===== config.mk =====
export PLATFORM = sky130hd
export DESIGN_NAME = bracket_nesting_checker_top
export DESIGN_NICKNAME = d
export VERILOG_FILES = /design/src/hdl/bnc_pkg.sv /design/src/hdl/bnc_ram.sv /design/src/hdl/bracket_nesting_checker_top.sv
export SDC_FILE = /design/constraint.sdc
export NUM_CORES = 1
export LEC_CHECK = 0
export ABC_AREA = 1
export BUFFER_PORTS_ARGS = -buffer_cell sky130_fd_sc_hd__buf_2
export CAP_MARGIN = 25
export CORE_ASPECT_RATIO = 1.5
export CORE_MARGIN = 5
export CORE_UTILIZATION = 45
export DETAILED_ROUTE_END_ITERATION = 10
export PLACE_DENSITY = 0.66
export SYNTH_ARGS = -nofsm -noshare
export SYNTH_HDL_FRONTEND = slang
export SYNTH_SLANG_ARGS = --single-unit
export TNS_END_PERCENT = 30

===== constraint.sdc =====
create_clock -name clk -period 26.1 [get_ports clk]
set_clock_uncertainty 0.05 [all_clocks]
set_input_delay 5.22 -clock clk [delete_from_list [all_inputs] [get_ports clk]]
set_output_delay 5.22 -clock clk [all_outputs]
set_load 0.01 [all_outputs]

===== src/hdl/bnc_pkg.sv =====
`timescale 1ns / 1ps
// ----------------------------------------------------------------------------
// bnc_pkg
// Shared types, codes and bracket decode for the bracket nesting checker.
// ----------------------------------------------------------------------------
package bnc_pkg;

  localparam int unsigned StatusW = 2;
  localparam int unsigned ScoreW  = 63;
  localparam int unsigned TotalW  = 32;

  localparam logic [StatusW-1:0] ST_COMPLETE  = 2'd0;
  localparam logic [StatusW-1:0] ST_MISMATCH  = 2'd1;
  localparam logic [StatusW-1:0] ST_OVERFLOW  = 2'd2;
  localparam logic [StatusW-1:0] ST_CORRUPTED = 2'd3;

  localparam logic [ScoreW-1:0] SCORE_MAX = {ScoreW{1'b1}};
  localparam logic [TotalW-1:0] TOTAL_MAX = {TotalW{1'b1}};

  typedef logic [1:0] code_t;

  typedef struct packed {
    logic              is_open;
    logic              is_close;
    code_t             code;
  } bracket_t;

  typedef struct packed {
    logic [TotalW-1:0]  error_total;
    logic [ScoreW-1:0]  score;
    logic [StatusW-1:0] status;
  } result_t;

  function automatic bracket_t decode_char(input logic [7:0] c);
    bracket_t b;
    b = '{is_open: 1'b0, is_close: 1'b0, code: 2'd0};
    unique case (c)
      8'h28: b = '{is_open: 1'b1, is_close: 1'b0, code: 2'd0}; // (
      8'h5b: b = '{is_open: 1'b1, is_close: 1'b0, code: 2'd1}; // [
      8'h7b: b = '{is_open: 1'b1, is_close: 1'b0, code: 2'd2}; // {
      8'h3c: b = '{is_open: 1'b1, is_close: 1'b0, code: 2'd3}; // <
      8'h29: b = '{is_open: 1'b0, is_close: 1'b1, code: 2'd0}; // )
      8'h5d: b = '{is_open: 1'b0, is_close: 1'b1, code: 2'd1}; // ]
      8'h7d: b = '{is_open: 1'b0, is_close: 1'b1, code: 2'd2}; // }
      8'h3e: b = '{is_open: 1'b0, is_close: 1'b1, code: 2'd3}; // >
      default: b = '{is_open: 1'b0, is_close: 1'b0, code: 2'd0};
    endcase
    return b;
  endfunction

  function automatic logic [14:0] close_points(input code_t c);
    logic [14:0] p;
    unique case (c)
      2'd0: p = 15'd3;
      2'd1: p = 15'd57;
      2'd2: p = 15'd1197;
      2'd3: p = 15'd25137;
      default: p = 15'd0;
    endcase
    return p;
  endfunction

endpackage


===== src/hdl/bnc_ram.sv =====
`timescale 1ns / 1ps
// ----------------------------------------------------------------------------
// bnc_ram
// Generic simple dual-port RAM, one write port, one registered read port.
// ----------------------------------------------------------------------------
module bnc_ram #(
  parameter int unsigned WIDTH = 2,
  parameter int unsigned DEPTH = 64
) (
  input  logic                     clk,
  input  logic                     we,
  input  logic [$clog2(DEPTH)-1:0] waddr,
  input  logic [WIDTH-1:0]         wdata,
  input  logic [$clog2(DEPTH)-1:0] raddr,
  output logic [WIDTH-1:0]         rdata
);

  logic [WIDTH-1:0] mem [DEPTH];

  always_ff @(posedge clk) begin
    if (we) begin
      mem[waddr] <= wdata;
    end
    rdata <= mem[raddr];
  end

endmodule


===== src/hdl/bracket_nesting_checker_top.sv =====
`timescale 1ns / 1ps
// ----------------------------------------------------------------------------
// bracket_nesting_checker_top
// Stack-based bracket matcher with error points and completion scores.
// ----------------------------------------------------------------------------
// Beats that leave no result keep the checker in its idle state: openers,
// ignored bytes, bytes on a corrupted line and a matching closer that empties
// the stack. A matching closer that leaves openers on the stack passes through
// the refill state, where the new top of stack is read back from the stack RAM
// into the cached top register. A beat that makes a result holds the input
// until the result leaves the holding stage for the output register, as soon
// as the output is free and not while it is stalled. End of line on a clean
// line holding openers passes through the drain state, one stack RAM read per
// opener while the base-5 score is built. The stack RAM needs no clearing
// after reset.
module bracket_nesting_checker_top
  import bnc_pkg::*;
#(
  parameter int unsigned STACK_DEPTH = 64
) (
  input  logic         clk,
  input  logic         rst,
  input  logic         s_tvalid,
  output logic         s_tready,
  input  logic [15:0]  s_tdata,   // [0] command, [8:1] ch, [15:9] zero
  output logic         m_tvalid,
  input  logic         m_tready,
  output logic [103:0] m_tdata    // [1:0] status, [64:2] score, [96:65] error_total
);

  localparam int unsigned AW = $clog2(STACK_DEPTH);
  localparam int unsigned CW = $clog2(STACK_DEPTH + 1);
  localparam logic [CW-1:0] FULL = CW'(STACK_DEPTH);

  localparam logic [1:0] S_IDLE   = 2'd0;
  localparam logic [1:0] S_REFILL = 2'd1;
  localparam logic [1:0] S_DRAIN  = 2'd2;

  logic [1:0]        state;
  logic [CW-1:0]     count;
  logic              corrupted;
  logic [TotalW-1:0] esum;
  code_t             top;
  logic [CW-1:0]     rd_left;
  logic [ScoreW-1:0] acc;
  logic              res_valid;
  result_t           res;
  result_t           out;

  logic              accept;
  logic              command;
  bracket_t          br;
  logic              we;
  logic [AW-1:0]     raddr;
  code_t             rdata;
  logic [32:0]       esum_add;
  logic [TotalW-1:0] esum_next;
  logic [65:0]       acc_wide;
  logic [ScoreW-1:0] acc_next;

  assign command  = s_tdata[0];
  assign br       = decode_char(s_tdata[8:1]);
  assign s_tready = (state == S_IDLE) && !res_valid;
  assign accept   = s_tvalid && s_tready;

  assign esum_add  = {1'b0, esum} + {18'd0, close_points(br.code)};
  assign esum_next = esum_add[32] ? TOTAL_MAX : esum_add[TotalW-1:0];

  // score * 5 + (code + 1), saturating
  assign acc_wide = {1'b0, acc, 2'b00} + {3'd0, acc} + {63'd0, 1'b0, rdata} + 66'd1;
  assign acc_next = (|acc_wide[65:63]) ? SCORE_MAX : acc_wide[ScoreW-1:0];

  assign we = accept && !command && !corrupted && br.is_open && (count < FULL);

  always_comb begin
    raddr = '0;
    priority if (state == S_DRAIN) begin
      raddr = AW'(rd_left - CW'(1));
    end else if (accept && command) begin
      raddr = AW'(count - CW'(1));
    end else begin
      raddr = AW'(count - CW'(2));
    end
  end

  bnc_ram #(
    .WIDTH(2),
    .DEPTH(STACK_DEPTH)
  ) u_stack (
    .clk   (clk),
    .we    (we),
    .waddr (count[AW-1:0]),
    .wdata (br.code),
    .raddr (raddr),
    .rdata (rdata)
  );

  always_ff @(posedge clk) begin
    if (rst) begin
      state     <= S_IDLE;
      count     <= '0;
      corrupted <= 1'b0;
      esum      <= '0;
      res_valid <= 1'b0;
      m_tvalid  <= 1'b0;
    end else begin
      if (res_valid && (!m_tvalid || m_tready)) begin
        out       <= res;
        m_tvalid  <= 1'b1;
        res_valid <= 1'b0;
      end else if (m_tready) begin
        m_tvalid <= 1'b0;
      end

      unique case (state)
        S_IDLE: begin
          if (accept) begin
            if (command) begin
              if (corrupted || (count == '0)) begin
                res_valid <= 1'b1;
                res       <= '{error_total: esum, score: '0,
                               status: corrupted ? ST_CORRUPTED : ST_COMPLETE};
                count     <= '0;
                corrupted <= 1'b0;
              end else begin
                rd_left <= count - CW'(1);
                acc     <= '0;
                state   <= S_DRAIN;
              end
            end else if (!corrupted) begin
              if (br.is_open) begin
                if (count >= FULL) begin
                  corrupted <= 1'b1;
                  res_valid <= 1'b1;
                  res       <= '{error_total: esum, score: '0, status: ST_OVERFLOW};
                end else begin
                  top   <= br.code;
                  count <= count + CW'(1);
                end
              end else if (br.is_close) begin
                if ((count == '0) || (top != br.code)) begin
                  esum      <= esum_next;
                  corrupted <= 1'b1;
                  res_valid <= 1'b1;
                  res       <= '{error_total: esum_next,
                                 score: ScoreW'(close_points(br.code)),
                                 status: ST_MISMATCH};
                end else begin
                  count <= count - CW'(1);
                  if (count > CW'(1)) begin
                    state <= S_REFILL;
                  end
                end
              end
            end
          end
        end
        S_REFILL: begin
          top   <= rdata;
          state <= S_IDLE;
        end
        S_DRAIN: begin
          acc <= acc_next;
          if (rd_left != '0) begin
            rd_left <= rd_left - CW'(1);
          end else begin
            res_valid <= 1'b1;
            res       <= '{error_total: esum, score: acc_next, status: ST_COMPLETE};
            count     <= '0;
            state     <= S_IDLE;
          end
        end
        default: state <= S_IDLE;
      endcase
    end
  end

  assign m_tdata = {7'd0, out};

`ifndef ASSERT_OFF
  a_count_bound: assert property (@(posedge clk) disable iff (rst)
    count <= FULL) else $error("stack count beyond depth");

  a_drain_clean: assert property (@(posedge clk) disable iff (rst)
    (state == S_DRAIN) |-> (!corrupted && count != '0 && rd_left < count))
    else $error("drain on corrupted or empty line");

  a_refill_nonempty: assert property (@(posedge clk) disable iff (rst)
    (state == S_REFILL) |-> (count != '0)) else $error("refill with empty stack");

  a_esum_monotonic: assert property (@(posedge clk) disable iff (rst)
    !rst |=> (esum >= $past(esum))) else $error("error sum decreased");

  a_result_moves: assert property (@(posedge clk) disable iff (rst)
    (res_valid && (!m_tvalid || m_tready)) |=> (m_tvalid && !res_valid))
    else $error("held result not moved to output");
`endif

endmodule

Word level (Yosys, flattened, before mapping)
Memory sizes are Yosys's and may differ from the RTL's. A register that Yosys moved wholly into a read port is not among the register bits.
Index checks and enable logic that the tools add are counted.
Word-level totals
  logic and storage cells: 173
  flip-flop bits (word level): 310
  output and inout bits: 106
  memory bits (writable): 128
  input bits: 20
  memories kept: 1
Memories
  u_stack.mem: depth 64, width 2, read ports 1, clocked after Yosys merged registers in 1, wr ports 1, line bnc_ram.sv:18  | logic [WIDTH-1:0] mem [DEPTH];
Operators by class
  reduce and logical (&&, ||, !) cells: 32
  muxes and demuxes: 74
  add/subtract/negate cells: 8
  eq/ne operators: 36
  bitwise logic cells: 4
  magnitude comparators: 3
Operator list (count)
  $mux W97: 9
  $mux W63: 4
  $pmux W97 S2: 1
  $pmux W63 S2: 1
  $mux W7: 13
  $add A65 B63 Y66: 1
  $add A66 B1 Y66 const B: 1
  $add A66 B2 Y66: 1
  $pmux W15 S4: 1
  $add A32 B15 Y33: 1
  $eq A8 B6 Y1 const B: 4
  $eq A8 B7 Y1 const B: 4
  $mux W32: 1
  $pmux W4 S8: 1
  $mux W2: 15
  $pmux W7 S2: 2
  $mux W1: 21
  $ne A2 B2 Y1 const B: 8
  $reduce_and A8 Y1: 2
  $ne A3 B3 Y1 const B: 5
  $reduce_and A7 Y1: 2
  $sub A7 B1 Y7 const B: 2
  $mux W6: 2
  $ne A4 B4 Y1 const B: 3
  27 further kinds: 52

Depth between registers and ports, before layout
Gate-level depths: netlist (run 1).
  depth after elaboration: 13
  mapped depth: 24
  depth with buffers taken out: 24

By module
From an unflattened synthesis (run 1), not the netlist that was laid out.
Second synthesis, totals
  cell total of the unflattened synthesis: 2794
  area total of the unflattened synthesis: 24354.6 µm²
By module, submodules not included
  bracket_nesting_checker_top: sequential area each 8868.5 µm², times used 1, area an instance 18709.2 µm², cells an instance 2257
  bnc_ram: sequential area each 3883.7 µm², times used 1, area an instance 5645.4 µm², cells an instance 537

Worst setup path after synthesis (run 1)
No wires, ideal clock.
  kind: input -> register
  start point: in rst
  end point: reg out, in the netlist m_tdata[0], enable pin
  path buffers: 1
  arrival: 12.070 ns
  required time: 25.379 ns
  setup time: 0.671 ns
  cell stages on the path: 2
  slack: 13.309 ns
  cell sequence: clkbuf_1 nor3_1
Between the ends
  cells in the longest elaborated chain, start to end: 2
Ends and longest elaborated chain
  start: declaration: line bracket_nesting_checker_top.sv:22  | input logic rst,
  $not A1 Y1 (no source line)
  $reduce_and A2 Y1 (no source line)
  end signal: assignment: line bracket_nesting_checker_top.sv:108  | out <= res;
  end: declaration: line bracket_nesting_checker_top.sv:48  | result_t out;
Every way passes these cells.
A chain may end at the register's enable or synchronous reset.

==> flow_metrics.env, run 1 <==
export IMPL_status="finished, final reports clean"
export IMPL_place_inst=3613
export IMPL_port_buffers=111
export IMPL_die_y_um=296
export IMPL_r2r_end="res[14]"
export IMPL_io_pins=126
export IMPL_hold_end="m_tdata[72]"
export IMPL_path_class="in -> reg"
export IMPL_ff2ff_path_depth=18
export IMPL_postCtsSetupRepairBufs=0
export IMPL_clock_latency_ns=0.58
export IMPL_power_density_nw_per_um2=112
export IMPL_drc=0
export IMPL_slew_viol_final=0
export IMPL_hold_buffers=0
export IMPL_synth_area_leader_cell="edfxtp_1"
export IMPL_hold_start="res[72]"
export IMPL_synth_cells=2868
export IMPL_hold_class="reg -> reg"
export IMPL_period_share_pct=35.4
export IMPL_drtAntennaViolNets=0
export IMPL_cts_root_buffer="clkbuf_16"
export IMPL_grt_pass1_wl_um=106000
export IMPL_clock_path_buffers=3
export IMPL_synthesis_area_sq_um=24500
export IMPL_num_antenna_cells=0
export IMPL_dp_final_hpwl_um=51200
export IMPL_startpoint="s_tdata[5]"
export IMPL_synth_async_reset_ratio_pct=0
export IMPL_p_leak_uw=0.0119
export IMPL_cts_tree="yes"
export IMPL_clock_sinks=440
export IMPL_wl_per_cell_um=18.7
export IMPL_ys_types=55
export IMPL_finalNetCount=3073
export IMPL_finalCriticalPeriod_ns=9.25
export IMPL_max_slew_worst_pin_slew_ns=1.04
export IMPL_required_ns=26.29
export IMPL_holdPathStages=0
export IMPL_dr_pass1_iters=6
export IMPL_r2r_slack_ns=22.28
export IMPL_drt_vias_per_instance=5.29
export IMPL_grt_use_total_pct=22.7
export IMPL_cts_made_buffers=43
export IMPL_fmax_ghz=0.108
export IMPL_worstSetupEndpointType="register"
export IMPL_coreArea_sq_um=54400
export IMPL_rows=105
export IMPL_setup_tns_ns=0
export IMPL_arrival_ns=9.44
export IMPL_dieArea_sq_um=59400
export IMPL_start_util_pct=45.1
export IMPL_antenna_found_initial=0
export IMPL_grt_ovfl_total=0
export IMPL_post_synth_cell_area_avg_sq_um=8.56
export IMPL_areaGrowthSynthToFinish_pct=10.4
export IMPL_start_kind="input port"
export IMPL_dominantRegCellSynth="edfxtp_1"
export IMPL_dieWidth_um=201
export IMPL_ys_warn_count=0
export IMPL_fin_cells=3692
export IMPL_synthTopCellsByCount="nand2_1 (711), inv_1 (410), edfxtp_1 (394), nor2_1 (339), nand3_1 (225)"
export IMPL_grt_pass1_vias=19500
export IMPL_netlist_top_cells_area="edfxtp_1 (48%), nand2_1 (11%), inv_1 (6.3%)"
export IMPL_synth_edf_count=394
export IMPL_htree_levels=2
export IMPL_clkSlewWorstSetupHoldPaths_ns=0.07
export IMPL_seq_area_frac_synth_pct=51.9
export IMPL_wirelength_um=68900
export IMPL_drtIter0Drc=1114
export IMPL_hold_violations=0
export IMPL_rr_startpoint="acc[0]"
export IMPL_grt_max_degree=69
export IMPL_synth_most_common_cell="nand2_1"
export IMPL_cts_resized=0
export IMPL_num_vias=19500
export IMPL_synth_top_area_share_pct=48.2
export IMPL_critical_path_peak_fanout=66
export IMPL_drive_gt1_share_pct=9.04
export IMPL_ir_worst_vdd_mv=0.101
export IMPL_setup_viol=0
export IMPL_rsz0062_at_grt="no"
export IMPL_ys_seq_elements=440
export IMPL_globalplace_congestion=1.00
export IMPL_slew_headroom_pct=29.8
export IMPL_cap_violations=0
## report_power, final
part           total, uW  internal, uW  switching, uW  leakage [uW]
Combinational       1410           413           1000       0.00724
Sequential           983           926           57.2       0.00393
Clock                647           373            274      0.000694
Total               3040          1710           1330        0.0119
## cells by family (layout without fill, tap and decap cells)
kind of cell               after synthesis  in the layout  share of synthesized area (%)
buffers and inverters                  509            632                           8.46
and+or+nand+nor                       1462           1462                           25.8
DFF                                    440            440                           51.9
other                                    1              7                         0.0153
xor gates and xnor gates                58             58                           2.07
adders and majority gates               90             90                           4.65
AOI/OAI and AO/OA                      308            308                           7.01
## how the worst max path moves through the flow
stage	end	slack, ns	cells past startpoint
floorplan	m_tdata[0]	13.31	2
global placement	res[73]	16.38	24
detailed placement	res[73]	16.24	23
CTS	res[73]	16.85	23
global route	res[73]	16.50	23
finish	res[73]	16.85	23
## critical path, cell delays in order
cell	delay, ns
buf_2	0.10
nand2_1	0.07
nor3_1	0.26
nand2_1	0.13
nand2_1	0.09
nor2_1	0.14
inv_1	0.08
buf_4	0.51
ha_1	0.47
nor2_1	0.09
nor2_1	0.14
ha_1	0.27
nand2_1	0.07
inv_1	0.05
nand3_1	0.09
nand2_1	0.15
nand3_1	0.16
nand2_1	0.09
nand2_1	0.45
buf_4	0.35
nand3_1	0.12
nand2_1	0.07
o21ai_0	0.20
## cell type report
type	count	area, sq um
clock inverter	24	307
multi-input combinational	1925	9760
inverter	426	1600
timing repair buffer	127	676
fill	5248	27300
clock buffer	55	1140
tap	695	870
sequential	440	12800
## registers in the layout (all words and copies together) (netlist names)
register	cells
u_stack.mem	128
top	2
esum	32
res_valid	1
state	2
res	97
rd_left	7
u_stack.rdata	2
m_tvalid	1
corrupted	1
count	7
acc	63
m_tdata	97
## routing by layer
metal,part of all wire (%),GRT usage (%),vias up
met5,0,0,-
met4,6.3,12.7,0
met3,3.9,2.70,187
met2,54,44.8,506
met1,36,22.9,9150
li1,-,-,9705
## per-stage QoR
step | area (sq um) | hold WS (ns) | power, uW | utilization, % | worst slack (ns)
after floorplan | 24600 | 0.350 | 2020 | - | 13.31
after detailed placement | 25700 | 0.355 | 2410 | 47.2 | 16.24
final | 27100 | 0.364 | 3040 | 49.8 | 16.85
after global routing | 27100 | 0.373 | 3250 | 49.8 | 16.50
after global placement | 25700 | 0.351 | 2390 | 47.2 | 16.38
after CTS | 27100 | 0.366 | 3070 | 49.8 | 16.85
## cell usage in the layout, fill, tap and decap left out, drive strengths merged, types with 6 or more instances in the layout
cell and n:
dfxtp 46, nand3b 11, xnor2 40, clkinv 8
xor2 18, conb 7, a21oi 161, nor4 11
or2 9, nand4 82, o21bai 19, buf 127
nand3 243, ha 88, edfxtp 394, clkbuf 55
nor3 33, o21ai 100, bufinv 6, nand2 725
nor2 345, inv 432
(Power assumes the default switching activity.)
==> run 2, diff against run 1 <==
==> constraint.sdc (replaced) <==
create_clock -name clk -period 9.25 [get_ports clk]
set_clock_uncertainty 0.05 [all_clocks]
set_input_delay 1.85 -clock clk [delete_from_list [all_inputs] [get_ports clk]]
set_output_delay 1.85 -clock clk [all_outputs]
set_load 0.01 [all_outputs]
==> flow_metrics.env, run 2 (synthesis results as in run 1) <==
export IMPL_cap_violations=0
export IMPL_path_class="in -> reg"
export IMPL_rsz0062_at_grt="no"
export IMPL_drc=0
export IMPL_p_leak_uw=0.0119
export IMPL_largest_reg_flops=128
export IMPL_wirelength_um=67800
export IMPL_setup_tns_ns=0
export IMPL_r2r_end="u_stack.rdata[0]"
export IMPL_finalCriticalPeriod_ns=5.58
export IMPL_areaGrowthSynthToFinish_pct=10.7
export IMPL_clkSlewWorstSetupHoldPaths_ns=0.06
export IMPL_coreArea_sq_um=54400
export IMPL_num_antenna_cells=0
export IMPL_hold_violations=0
export IMPL_cts_root_buffer="clkbuf_16"
export IMPL_clockPowerShare_pct=21.7
export IMPL_final_cell_mix="nand2_1 (711), inv_1 (409), edfxtp_1 (394)"
export IMPL_dieWidth_um=201
export IMPL_wl_per_cell_um=18.4
export IMPL_power_density_nw_per_um2=317
export IMPL_rr_startpoint="state[1]"
export IMPL_n_fill_cell=5135
export IMPL_ff2ff_path_depth=15
export IMPL_finalNetCount=3072
export IMPL_cts_made_buffers=43
export IMPL_hold_class="reg -> reg"
export IMPL_grt_ovfl_total=0
export IMPL_fmax_ghz=0.179
export IMPL_netSwitchingPower_uw=3730
export IMPL_grt_pass1_wl_um=106000
export IMPL_hold_buffers=0
export IMPL_drive_gt1_share_pct=8.98
export IMPL_globalplace_congestion=1.02
export IMPL_drtAntennaViolNets=0
export IMPL_holdPathStages=0
export IMPL_grt_use_total_pct=22.5
export IMPL_ir_worst_vdd_mv=0.228
export IMPL_fin_total_pwr_uw=8610
export IMPL_r2r_slack_ns=5.47
export IMPL_postCtsSetupRepairBufs=0
export IMPL_clock_path_buffers=3
export IMPL_clock_sinks=440
export IMPL_start_kind="input port"
export IMPL_switching_share_pct=43.3
export IMPL_power_frac_comb_pct=46.2
export IMPL_setup_viol=0
export IMPL_hold_start="res[79]"
export IMPL_dieArea_sq_um=59400
export IMPL_grt_pass1_vias=19800
export IMPL_regMostFlops="u_stack.mem"
export IMPL_drt_vias_per_instance=5.29
export IMPL_slew_viol_final=0
export IMPL_start_util_pct=45.1
export IMPL_status="finished, final reports clean"
export IMPL_antenna_found_initial=0
export IMPL_cts_tree="yes"
export IMPL_num_vias=19500
export IMPL_p_seq_share_pct=32.2
export IMPL_p_int_uw=4890
export IMPL_rows=105
export IMPL_dr_pass1_iters=7
export IMPL_arrival_ns=5.84
export IMPL_die_y_um=296
export IMPL_grt_max_degree=69
export IMPL_port_buffers=111
export IMPL_htree_levels=2
export IMPL_max_slew_worst_pin_slew_ns=1.03
export IMPL_drtIter0Drc=1196
export IMPL_cts_resized=0
export IMPL_dp_final_hpwl_um=49900
export IMPL_critical_path_peak_fanout=66
export IMPL_worstSetupEndpointType="register"
export IMPL_slew_headroom_pct=31.2
export IMPL_clock_latency_ns=0.57
export IMPL_layout_commonest_cell="nand2_1"
export IMPL_io_pins=126
export IMPL_hold_end="m_tdata[79]"
export IMPL_required_ns=9.51
export IMPL_hold_ws_ns=0.365
export IMPL_period_share_pct=60.3
## run 2: cell count changes in the layout (fill, tap and decap cells not counted)
cell        delta
clkbuf_8       +1
inv_8          -1
clkinv_4       +1
inv_6          -4
clkinv_2       +2
buf_16         +1
clkbuf_16      +2
clkinvlp_4     -3
bufinv_16      +1
nor3_4         +1
buf_4          -2
clkbuf_1       -1
nor3_2         -1
## run 2: worst max path at each step
stage | start | endpoint | slack, ns | depth (start not counted)
final | s_tdata[8] | res[84] | 3.67 | 24
after detailed placement | s_tdata[2] | res[84] | 3.12 | 24
after global routing | s_tdata[5] | res[84] | 3.18 | 23
after CTS | s_tdata[2] | res[84] | 3.71 | 24
after global placement | s_tdata[3] | res[90] | 2.92 | 23
after floorplan | rst | rd_left[0] | 2.79 | 6
## run 2: power by group through the flow
stage | combinational (uW) | sequential [uW] | clock, uW
floorplan | 2900 | 2780 | 0
global placement | 3900 | 2810 | 0
detailed placement | 3970 | 2810 | 0
CTS | 3990 | 2770 | 1910
global route | 4430 | 2800 | 1990
finish | 3980 | 2770 | 1870
## run 2: layout make-up
| type | count | area [sq um] | share of cell area [%] |
|---|---|---|---|
| Clock buffer | 57 | 1200 | 4.42 |
| Clock inverter | 20 | 287 | 1.05 |
| Inverter | 426 | 1600 | 5.90 |
| Multi-Input combinational cell | 1925 | 9760 | 35.9 |
| Sequential cell | 440 | 12800 | 46.9 |
| Tap cell | 695 | 870 | 3.20 |
| Timing Repair Buffer | 126 | 688 | 2.53 |
## run 2: metrics by stage
stage	setup WS (ns)	util [%]	instance area (sq um)	instances
2_1_floorplan	2.79	-	24600	2874
3_3_place_gp	2.92	47.2	25600	3611
3_5_place_dp	3.12	47.2	25700	3612
4_1_cts	3.71	49.9	27200	3689
5_1_grt	3.18	49.9	27200	3689
6_report	3.67	49.9	27200	3689
## run 2: per-layer routing
metal  vias to the layer above  GRT usage [%]  routed length [um]
met5                         -              0                   0
met2                       531           44.1               36500
met3                       183           2.70                2590
met4                         0           13.7                4840
li1                       9675              -                   -
met1                      9113           22.7               23900
## run 2: critical path, stage by stage
cell      delay, ns
buf_2          0.11
inv_1          0.06
nand2_1        0.08
nor2_1         0.06
nand2_1        0.07
nand2_1        0.06
nor2_1         0.44
inv_1          0.08
buf_4          0.32
ha_1           0.39
nor2_1         0.15
nor2_1         0.06
ha_1           0.32
inv_1          0.07
o21bai_1       0.12
a21oi_1        0.10
o21ai_0        0.55
nand2_1        0.16
nand2_1        0.20
nand2_1        0.11
o21ai_0        0.16
nand3_1        0.12
nor2_1         0.10
nor2_1         0.06
